$ cat config.mk
export PLATFORM = sky130hd
export DESIGN_NAME = imu_frame_parser
export DESIGN_NICKNAME = d
export VERILOG_FILES = /design/src/rtl/core/ifp_pkg.sv /design/src/rtl/core/ifp_parser.sv /design/src/rtl/core/ifp_emitter.sv /design/src/rtl/core/imu_frame_parser.sv
export SDC_FILE = /design/constraint.sdc
export NUM_CORES = 1
export LEC_CHECK = 0
export ABC_AREA = 1
export BUFFER_PORTS_ARGS = -buffer_cell sky130_fd_sc_hd__clkbuf_2
export CELL_PAD_IN_SITES_DETAIL_PLACEMENT = 2
export CELL_PAD_IN_SITES_GLOBAL_PLACEMENT = 2
export CORE_MARGIN = 2
export CORE_UTILIZATION = 44
export DETAILED_ROUTE_END_ITERATION = 8
export GPL_TIMING_DRIVEN = 1
export HOLD_SLACK_MARGIN = 0.08
export PLACE_DENSITY_LB_ADDON = 0.3
export SLEW_MARGIN = 20
export SYNTH_ARGS = -nofsm -noshare
export SYNTH_HDL_FRONTEND = slang
export SYNTH_HIERARCHICAL = 1
export SYNTH_SLANG_ARGS = --single-unit
$ cat constraint.sdc
create_clock -name clk -period 15.5 [get_ports clk]
set_input_delay 0.775 -clock clk [delete_from_list [all_inputs] [get_ports clk]]
set_output_delay 0.775 -clock clk [all_outputs]
set_load 0.1 [all_outputs]
$ cat src/rtl/core/ifp_pkg.sv
// Package for the IMU frame parser: sizes, codes and the parser-to-emitter
// handoff type. No dependencies.
`timescale 1ns / 1ps

package ifp_pkg;

	localparam int MAX_PAYLOAD = 40;
	localparam int LEN_W       = $clog2(MAX_PAYLOAD + 1);
	localparam int STORE_DEPTH = 12;
	localparam int STORE_AW    = $clog2(STORE_DEPTH);
	localparam int VAL_MAX     = STORE_DEPTH / 2;

	// Configuration register indexes
	localparam logic [7:0] CFG_SYNC_FIRST  = 8'd0;
	localparam logic [7:0] CFG_SYNC_SECOND = 8'd1;

	localparam logic [7:0] SYNC_FIRST_RST  = 8'hAA;
	localparam logic [7:0] SYNC_SECOND_RST = 8'hFF;

	// Mode byte codes
	localparam logic [7:0] MODE_ACC_GYRO = 8'h01;
	localparam logic [7:0] MODE_EULER    = 8'h03;
	localparam logic [7:0] MODE_QUAT     = 8'h04;

	// Output kind codes
	localparam logic [1:0] KIND_ACC_GYRO = 2'd0;
	localparam logic [1:0] KIND_EULER    = 2'd1;
	localparam logic [1:0] KIND_QUAT     = 2'd2;

	typedef logic [15:0] word_t;

	typedef struct packed {
		logic                      valid;
		logic [1:0]                kind;
		logic [2:0]                count;
		logic [VAL_MAX-1:0][15:0]  words;
	} emit_t;

	// Number of 16-bit values a frame kind carries
	function automatic logic [2:0] values_per_kind(input logic [1:0] kind);
		case (kind)
			KIND_ACC_GYRO: values_per_kind = 3'd6;
			KIND_EULER:    values_per_kind = 3'd3;
			KIND_QUAT:     values_per_kind = 3'd4;
			default:       values_per_kind = 3'd6;
		endcase
	endfunction

endpackage

$ cat src/rtl/core/ifp_parser.sv
// Frame parser: sync/mode/length header, payload capture, sum and add checks.
// Depends on ifp_pkg.
`timescale 1ns / 1ps

module ifp_parser (
	input  logic          clk,
	input  logic          arst_n,
	input  logic          cfg_valid,
	input  logic [7:0]    cfg_index,
	input  logic [7:0]    cfg_data,
	input  logic          in_valid,
	output logic          in_ready,
	input  logic [7:0]    in_byte,
	input  logic          emit_busy,
	output ifp_pkg::emit_t emit
);
	import ifp_pkg::*;

	localparam logic [2:0] PH_SYNC1 = 3'd0;
	localparam logic [2:0] PH_SYNC2 = 3'd1;
	localparam logic [2:0] PH_MODE  = 3'd2;
	localparam logic [2:0] PH_LEN   = 3'd3;
	localparam logic [2:0] PH_DATA  = 3'd4;
	localparam logic [2:0] PH_SUM   = 3'd5;
	localparam logic [2:0] PH_ADD   = 3'd6;

	logic [7:0]       sync_first_q, sync_second_q;
	logic [2:0]       phase_q;
	logic [1:0]       kind_q;
	logic [LEN_W-1:0] length_q, count_q;
	logic [7:0]       sum_q, add_q, rx_sum_q;
	logic [7:0]       store_q [STORE_DEPTH];

	logic             accept;
	logic [7:0]       sum_base, sum_n, add_base, add_n;
	logic [LEN_W:0]   count_inc;
	logic [2:0]       val_cnt;
	logic             mode_ok;
	logic [1:0]       mode_kind;

	// A finished frame cannot hand off while the emitter still drains.
	assign in_ready = !(emit_busy && phase_q == PH_ADD);
	assign accept   = in_valid && in_ready;

	// Checksum absorb; a first sync byte restarts both sums.
	assign sum_base  = (phase_q == PH_SYNC1) ? 8'd0 : sum_q;
	assign add_base  = (phase_q == PH_SYNC1) ? 8'd0 : add_q;
	assign sum_n     = sum_base + in_byte;
	assign add_n     = add_base + sum_n;
	assign count_inc = {1'b0, count_q} + {{LEN_W{1'b0}}, 1'b1};

	always_comb begin
		mode_ok   = 1'b1;
		mode_kind = KIND_ACC_GYRO;
		case (in_byte)
			MODE_ACC_GYRO: mode_kind = KIND_ACC_GYRO;
			MODE_EULER:    mode_kind = KIND_EULER;
			MODE_QUAT:     mode_kind = KIND_QUAT;
			default:       mode_ok   = 1'b0;
		endcase
	end

	assign val_cnt = values_per_kind(kind_q);

	always_comb begin
		emit.valid = accept && phase_q == PH_ADD && rx_sum_q == sum_q &&
			in_byte == add_q &&
			{2'b0, length_q} >= {{(LEN_W - 2){1'b0}}, val_cnt, 1'b0};
		emit.kind  = kind_q;
		emit.count = val_cnt;
		for (int i = 0; i < VAL_MAX; i++) begin
			emit.words[i] = {store_q[2*i+1], store_q[2*i]};
		end
	end

	// Payload store: no reset, only entries written in the current frame are read
	always_ff @(posedge clk) begin
		if (accept && phase_q == PH_DATA && count_q < LEN_W'(STORE_DEPTH)) begin
			store_q[count_q[STORE_AW-1:0]] <= in_byte;
		end
	end

	always_ff @(posedge clk or negedge arst_n) begin
		if (!arst_n) begin
			sync_first_q  <= SYNC_FIRST_RST;
			sync_second_q <= SYNC_SECOND_RST;
			phase_q       <= PH_SYNC1;
			kind_q        <= KIND_ACC_GYRO;
			length_q      <= '0;
			count_q       <= '0;
			sum_q         <= '0;
			add_q         <= '0;
			rx_sum_q      <= '0;
		end else begin
			if (cfg_valid) begin
				if (cfg_index == CFG_SYNC_FIRST) begin
					sync_first_q <= cfg_data;
				end else if (cfg_index == CFG_SYNC_SECOND) begin
					sync_second_q <= cfg_data;
				end
			end
			if (accept) begin
				case (phase_q)
					PH_SYNC1: begin
						if (in_byte == sync_first_q) begin
							sum_q   <= sum_n;
							add_q   <= add_n;
							phase_q <= PH_SYNC2;
						end
					end
					PH_SYNC2: begin
						if (in_byte == sync_second_q) begin
							sum_q   <= sum_n;
							add_q   <= add_n;
							phase_q <= PH_MODE;
						end else begin
							phase_q <= PH_SYNC1;
						end
					end
					PH_MODE: begin
						if (mode_ok) begin
							kind_q  <= mode_kind;
							sum_q   <= sum_n;
							add_q   <= add_n;
							phase_q <= PH_LEN;
						end else begin
							phase_q <= PH_SYNC1;
						end
					end
					PH_LEN: begin
						if (in_byte > 8'(MAX_PAYLOAD)) begin
							phase_q <= PH_SYNC1;
						end else begin
							sum_q    <= sum_n;
							add_q    <= add_n;
							length_q <= in_byte[LEN_W-1:0];
							count_q  <= '0;
							phase_q  <= (in_byte == 8'd0) ? PH_SUM : PH_DATA;
						end
					end
					PH_DATA: begin
						sum_q   <= sum_n;
						add_q   <= add_n;
						count_q <= count_inc[LEN_W-1:0];
						if (count_inc >= {1'b0, length_q}) begin
							phase_q <= PH_SUM;
						end
					end
					PH_SUM: begin
						rx_sum_q <= in_byte;
						phase_q  <= PH_ADD;
					end
					PH_ADD: begin
						phase_q <= PH_SYNC1;
					end
					default: begin
						phase_q <= PH_SYNC1;
					end
				endcase
			end
		end
	end

endmodule

$ cat src/rtl/core/ifp_emitter.sv
// Result buffer: holds one checked frame's values and plays them out one beat
// at a time. Depends on ifp_pkg.
`timescale 1ns / 1ps

module ifp_emitter (
	input  logic           clk,
	input  logic           arst_n,
	input  ifp_pkg::emit_t emit,
	output logic           busy,
	output logic           out_valid,
	input  logic           out_ready,
	output logic [1:0]     out_kind,
	output logic [2:0]     out_index,
	output logic [15:0]    out_value,
	output logic           out_last
);
	import ifp_pkg::*;

	logic              busy_q;
	logic [1:0]        kind_q;
	logic [2:0]        count_q, idx_q;
	word_t             words_q [VAL_MAX];
	logic              take;

	// Free again in the cycle the last beat leaves, so a new frame can load then
	assign busy      = busy_q && !(out_ready && out_last);
	assign out_valid = busy_q;
	assign out_kind  = kind_q;
	assign out_index = idx_q;
	assign out_value = words_q[0];
	assign out_last  = (idx_q == count_q - 3'd1);
	assign take      = busy_q && out_ready;

	// Words shift toward slot 0 as beats go out
	always_ff @(posedge clk) begin
		if (emit.valid) begin
			kind_q  <= emit.kind;
			count_q <= emit.count;
			for (int i = 0; i < VAL_MAX; i++) begin
				words_q[i] <= emit.words[i];
			end
		end else if (take) begin
			for (int i = 0; i < VAL_MAX - 1; i++) begin
				words_q[i] <= words_q[i+1];
			end
		end
	end

	always_ff @(posedge clk or negedge arst_n) begin
		if (!arst_n) begin
			busy_q <= 1'b0;
			idx_q  <= '0;
		end else if (emit.valid) begin
			busy_q <= 1'b1;
			idx_q  <= '0;
		end else if (take) begin
			if (out_last) begin
				busy_q <= 1'b0;
			end
			idx_q <= idx_q + 3'd1;
		end
	end

endmodule

$ cat src/rtl/core/imu_frame_parser.sv
// Top level of the IMU frame parser: stream ports, configuration port.
// Depends on ifp_pkg, ifp_parser and ifp_emitter.
`timescale 1ns / 1ps

// Takes received serial bytes, one per beat on the slave side, and hunts for
// frames: sync_first, sync_second, a mode byte (0x01 accel/gyro, 0x03 Euler,
// 0x04 quaternion), a length byte (0..40), the payload, a sum-check byte and
// an add-check byte. The sum check is the mod-256 sum of header and payload;
// the add check is the mod-256 total of the running sum after each of those
// bytes. A frame that passes both checks and is long enough for its mode puts
// out its little-endian signed 16-bit values (6, 3 or 4) as master-side
// beats, one per cycle while the master side is ready, with tlast on the
// final value. Frames that fail, are too short or declare a length above 40
// give no beats. A byte is taken every cycle; the only stall is on the
// add-check byte of a frame while the previous frame's values are still
// draining (the result buffer holds one frame and takes the next one in the
// cycle its last value leaves). A frame is at least six bytes and gives at
// most six values, so this never happens when the master side is always
// ready. The check byte's beat loads the buffer, so the first value appears
// in the cycle after it is accepted. Sync bytes are set through the
// configuration port (index 0: first sync, index 1: second sync; other
// indexes are ignored); cfg_ready is always high. Write it only while idle.
module imu_frame_parser (
	input  logic        clk,
	input  logic        arst_n,
	// Configuration write channel
	input  logic        cfg_valid,
	output logic        cfg_ready,
	input  logic [7:0]  cfg_index,
	input  logic [7:0]  cfg_data,
	// Received bytes
	input  logic        s_tvalid,
	output logic        s_tready,
	input  logic [7:0]  s_tdata,    // [7:0] rx_byte
	// Frame values
	output logic        m_tvalid,
	input  logic        m_tready,
	output logic [23:0] m_tdata,    // [2:0] value_index, [18:3] value, [23:19] zero
	output logic [1:0]  m_tuser,    // [1:0] kind
	output logic        m_tlast     // last value of the frame
);
	import ifp_pkg::*;

	emit_t       emit;
	logic        emit_busy;
	logic [2:0]  value_index;
	logic [15:0] value;

	assign cfg_ready = 1'b1;

	// Header/payload/check state machine plus config registers
	ifp_parser u_parser (
		.clk       (clk),
		.arst_n    (arst_n),
		.cfg_valid (cfg_valid),
		.cfg_index (cfg_index),
		.cfg_data  (cfg_data),
		.in_valid  (s_tvalid),
		.in_ready  (s_tready),
		.in_byte   (s_tdata),
		.emit_busy (emit_busy),
		.emit      (emit)
	);

	// One-frame result buffer driving the master side
	ifp_emitter u_emitter (
		.clk       (clk),
		.arst_n    (arst_n),
		.emit      (emit),
		.busy      (emit_busy),
		.out_valid (m_tvalid),
		.out_ready (m_tready),
		.out_kind  (m_tuser),
		.out_index (value_index),
		.out_value (value),
		.out_last  (m_tlast)
	);

	assign m_tdata = {5'd0, value, value_index};

endmodule

==> impl_metrics.prom <==
# TYPE chip_impl_metric gauge
chip_impl_info{name="run_status",value="complete, no violations"} 1
chip_impl_metric{name="synth_top_cell_area_share",unit=""} 0.508
chip_impl_metric{name="max_cap_viol_count",unit=""} 0
chip_impl_metric{name="clock_sink_count",unit=""} 258
chip_impl_metric{name="via_per_inst",unit=""} 5.33
chip_impl_info{name="critical_r2r_launch",value="u_emitter/count_q[0]"} 1
chip_impl_metric{name="seq_area_frac_synth",unit=""} 0.640
chip_impl_metric{name="placement.io_buffers",unit=""} 52
chip_impl_info{name="most_numerous_cell_types_in_the_synthesized_netlist",value="sky130_fd_sc_hd__nand2_1 (336), sky130_fd_sc_hd__edfxtp_1 (197), sky130_fd_sc_hd__inv_1 (89)"} 1
chip_impl_metric{name="post_drt_wl_per_cell",unit="µm"} 24.2
chip_impl_metric{name="hold_viol",unit=""} 0
chip_impl_metric{name="clk_pin_slew_worst_paths",unit="ns"} 0.07
chip_impl_metric{name="clockBufferDepth",unit=""} 3
chip_impl_metric{name="n_fill_cell",unit=""} 2611
chip_impl_info{name="tritoncts",value="done"} 1
chip_impl_metric{name="io-pin-count",unit=""} 59
chip_impl_metric{name="final_net_count",unit=""} 1186
chip_impl_metric{name="reg2regPathDepth",unit=""} 21
chip_impl_metric{name="total_drc_errors_in_the_routed_layout",unit=""} 0
chip_impl_metric{name="gp_congestion",unit=""} 0.784
chip_impl_info{name="grt_setup_unrepaired",value="false"} 1
chip_impl_info{name="synth_most_common_cell",value="sky130_fd_sc_hd__nand2_1"} 1
chip_impl_metric{name="async_reset_ff_frac",unit=""} 0.236
chip_impl_info{name="ys_top_cells_by_area",value="sky130_fd_sc_hd__edfxtp_1 (51%), sky130_fd_sc_hd__nand2_1 (11%), sky130_fd_sc_hd__dfrtp_1 (11%)"} 1
chip_impl_metric{name="timing_worst_slew_pin_value",unit="ns"} 1.16
chip_impl_metric{name="setup_total_neg_slack",unit="ns"} 0
chip_impl_metric{name="max_freq",unit="MHz"} 226
chip_impl_info{name="holdCritPathClass",value="in -> async"} 1
chip_impl_metric{name="finClkSkew",unit="ns"} 0.0246
chip_impl_metric{name="area.growth.synth_to_final",unit="%"} 12.0
chip_impl_info{name="setup.worst_path.start_class",value="flip-flop"} 1
chip_impl_metric{name="ys_types",unit=""} 39
chip_impl_info{name="worst_setup_path_class",value="reg -> reg"} 1
chip_impl_metric{name="cts_buffers",unit=""} 29
chip_impl_metric{name="firstDrtPassIters",unit=""} 5
chip_impl_metric{name="multi_input_combinational_cell_area",unit="µm²"} 3500
chip_impl_metric{name="clock_latency",unit="ns"} 0.57
chip_impl_metric{name="synth_edf_count",unit=""} 197
chip_impl_metric{name="final.min_clock_period",unit="ns"} 4.42
chip_impl_metric{name="postCtsResizedCells",unit=""} 0
chip_impl_metric{name="effective_utilization_at_floorplan",unit=""} 0.447
chip_impl_metric{name="first_global_vias",unit=""} 9016
chip_impl_metric{name="power.density_cell_area",unit="nW/µm²"} 138
chip_impl_metric{name="ys_ff_latch",unit=""} 258
chip_impl_metric{name="share_of_cells_above_drive_strength_1",unit=""} 0.196
chip_impl_metric{name="yosys_warnings",unit=""} 6
chip_impl_metric{name="groute.usage.overall",unit=""} 0.263
chip_impl_metric{name="route.antenna.remaining_nets",unit=""} 0
chip_impl_metric{name="reg2reg_setup_slack",unit="ns"} 11.08
chip_impl_metric{name="die_area",unit="µm²"} 27800
chip_impl_metric{name="final_report_max_slew_violation_count",unit=""} 0
chip_impl_metric{name="total_leakage_power",unit="nW"} 5.43
chip_impl_metric{name="floorplan.die.height",unit="µm"} 167
chip_impl_metric{name="core_region_area",unit="µm²"} 26100
chip_impl_metric{name="relSlewSlack",unit=""} 0.221
chip_impl_metric{name="postSynthAreaPerCell",unit="µm²"} 11.0
chip_impl_metric{name="antenna_found_initial",unit=""} 0
chip_impl_metric{name="utilization",unit=""} 0.501
chip_impl_metric{name="setup_violations",unit=""} 0
chip_impl_metric{name="fp-row-count",unit=""} 59
chip_impl_metric{name="vias",unit=""} 7908
chip_impl_metric{name="cts_setup_buffers",unit=""} 0
chip_impl_metric{name="first_iter_violations",unit=""} 422
chip_impl_metric{name="crit_arrival",unit="ns"} 4.84
chip_impl_metric{name="detailed_place_hpwl",unit="µm"} 20900
chip_impl_metric{name="period_share",unit=""} 0.285
chip_impl_info{name="synth-main-ff-cell",value="sky130_fd_sc_hd__edfxtp_1"} 1
chip_impl_metric{name="overflow",unit=""} 0
chip_impl_info{name="ctsRootBufferMaster",value="sky130_fd_sc_hd__clkbuf_16"} 1
chip_impl_info{name="sort_of_element_at_the_end_of_the_critical_path",value="flip-flop"} 1
chip_impl_metric{name="global_route_wire_length_before_repair",unit="µm"} 55400
chip_impl_metric{name="cts-htree-levels",unit=""} 1
chip_impl_info{name="critical_path.reg2reg.endpoint",value="u_emitter/words_q[4][11]"} 1
chip_impl_metric{name="worst-endpoint-required",unit="ns"} 15.92
chip_impl_metric{name="syn-cell-area",unit="µm²"} 11700
chip_impl_metric{name="routed_wirelength",unit="µm"} 35900
chip_impl_metric{name="synthCells",unit=""} 1063
chip_impl_metric{name="antenna_cells",unit=""} 0
chip_impl_metric{name="worstPathMaxFanout",unit=""} 79
chip_impl_metric{name="vdd.ir_drop.worst",unit="V"} 0.0000834
chip_impl_metric{name="cts_hold_buf",unit=""} 0
chip_impl_metric{name="fp.dieW",unit="µm"} 167
chip_impl_info{name="netlist.top_cell.by_area",value="sky130_fd_sc_hd__edfxtp_1"} 1
chip_impl_metric{name="maximum_number_of_pins_on_one_net_before_global_route_repair",unit=""} 83
chip_impl_metric{name="register_area",unit="µm²"} 7460
## critical path: stages (launching register included)
cell and delay, ns:
sky130_fd_sc_hd__edfxtp_1 0.36, sky130_fd_sc_hd__inv_1 0.07, sky130_fd_sc_hd__ha_1 0.32, sky130_fd_sc_hd__inv_1 0.07
sky130_fd_sc_hd__nand2_1 0.07, sky130_fd_sc_hd__nand2_1 0.06, sky130_fd_sc_hd__nor2_1 0.17, sky130_fd_sc_hd__nand3_1 0.11
sky130_fd_sc_hd__nand2_1 0.10, sky130_fd_sc_hd__inv_1 0.09, sky130_fd_sc_hd__nand4_1 0.12, sky130_fd_sc_hd__nand2_1 0.20
sky130_fd_sc_hd__nor4_1 0.30, sky130_fd_sc_hd__nand3_1 0.15, sky130_fd_sc_hd__nor2_2 0.11, sky130_fd_sc_hd__buf_4 0.35
sky130_fd_sc_hd__nor2_4 0.06, sky130_fd_sc_hd__buf_4 0.33, sky130_fd_sc_hd__inv_2 0.14, sky130_fd_sc_hd__buf_4 0.66
sky130_fd_sc_hd__nand2_1 0.20, sky130_fd_sc_hd__nand2_1 0.15
## worst max-delay path by stage
stage	from	endpoint	slack, ns
floorplan	u_emitter/out_index[0]	u_emitter/words_q[0][0]	9.09
global placement	u_parser/kind_q[0]	u_emitter/words_q[0][6]	11.47
detailed placement	u_emitter/count_q[0]	u_emitter/words_q[2][14]	11.33
CTS	u_emitter/count_q[0]	u_emitter/words_q[4][11]	11.06
global route	u_emitter/count_q[0]	u_emitter/words_q[0][6]	10.78
finish	u_emitter/count_q[0]	u_emitter/words_q[4][11]	11.08
## stage by stage
stage / instance area (µm²) / setup slack (ns) / hold slack, ns / total power, mW / std cells
floorplan: 11700 / 9.09 / 0.400 / 1.02 / 1067
global placement: 12100 / 11.47 / 0.401 / 1.09 / 1430
detailed placement: 12100 / 11.33 / 0.411 / 1.11 / 1430
CTS: 13000 / 11.06 / 0.406 / 1.82 / 1484
global route: 13100 / 10.78 / 0.419 / 1.88 / 1484
finish: 13100 / 11.08 / 0.392 / 1.81 / 1484
## where the power goes
group | leakage (nW) | switching, mW | internal (mW)
clock | 0.461 | 0.303 | 0.401
sequential | 2.47 | 0.0239 | 0.767
combinational | 2.50 | 0.207 | 0.105
## kinds of logic (layout without fill, tap and decap cells)
family | Yosys count | count (layout) | share of synthesized area
AND/OR/NAND/NOR | 518 | 518 | 0.194
other | 2 | 6 | 0.000644
XOR/XNOR | 35 | 35 | 0.0263
adder cells (fa/ha/maj) | 31 | 31 | 0.0346
flip-flops | 258 | 258 | 0.640
AO/OA/AOI/OAI | 84 | 84 | 0.0409
buffers and inverters | 134 | 216 | 0.0626
multiplexers | 1 | 1 | 0.000966
## cell usage in the layout, fill, tap and decap left out, types with 4 or more instances in the layout
cell / count
sky130_fd_sc_hd__o21ai_0: 48
sky130_fd_sc_hd__dfstp_2: 12
sky130_fd_sc_hd__a21oi_1: 12
sky130_fd_sc_hd__nor2_4: 4
sky130_fd_sc_hd__clkbuf_16: 29
sky130_fd_sc_hd__nor3_1: 7
sky130_fd_sc_hd__o21ai_1: 4
sky130_fd_sc_hd__nor2_1: 49
sky130_fd_sc_hd__nand2_1: 335
sky130_fd_sc_hd__edfxtp_1: 197
sky130_fd_sc_hd__inv_1: 89
sky130_fd_sc_hd__clkbuf_1: 5
sky130_fd_sc_hd__buf_4: 12
sky130_fd_sc_hd__clkbuf_2: 52
sky130_fd_sc_hd__ha_1: 29
sky130_fd_sc_hd__dfrtp_1: 49
sky130_fd_sc_hd__o22ai_1: 6
sky130_fd_sc_hd__nand2_2: 68
sky130_fd_sc_hd__clkinv_1: 4
sky130_fd_sc_hd__xnor2_1: 24
sky130_fd_sc_hd__nand3_1: 29
sky130_fd_sc_hd__conb_1: 6
sky130_fd_sc_hd__nand4_1: 10
sky130_fd_sc_hd__clkinv_2: 7
sky130_fd_sc_hd__o21ai_2: 11
sky130_fd_sc_hd__xor2_1: 11
sky130_fd_sc_hd__inv_2: 8
## final cells by class
type / instances / share of cell area
multi-input cells: 675 / 0.268
clock inverters: 19 / 0.0147
repair buffers: 65 / 0.0277
well taps: 335 / 0.0321
inverters: 97 / 0.0279
flip-flops and latches: 258 / 0.571
clock buffers: 35 / 0.0581
## sequential cells by signal (all words and copies together) (netlist names)
signal                  cells
u_parser/sync_second_q      8
u_parser/length_q           6
u_parser/sync_first_q       8
u_parser/store_q           96
u_parser/add_q              8
u_parser/rx_sum_q           8
u_emitter/words_q          96
u_parser/kind_q             2
u_emitter/out_valid         1
u_parser/sum_q              8
u_parser/phase_q            3
u_parser/count_q            6
u_emitter/out_kind          2
u_emitter/out_index         3
u_emitter/count_q           3
## metal layers
layer | track usage | share of wire | vias up
li1 | - | - | 3607
met1 | 0.317 | 0.40 | 4060
met2 | 0.494 | 0.53 | 183
met3 | 0.0271 | 0.032 | 58
met4 | 0.0813 | 0.029 | 0
met5 | 0 | 0 | -
(Power assumes the default switching activity.)
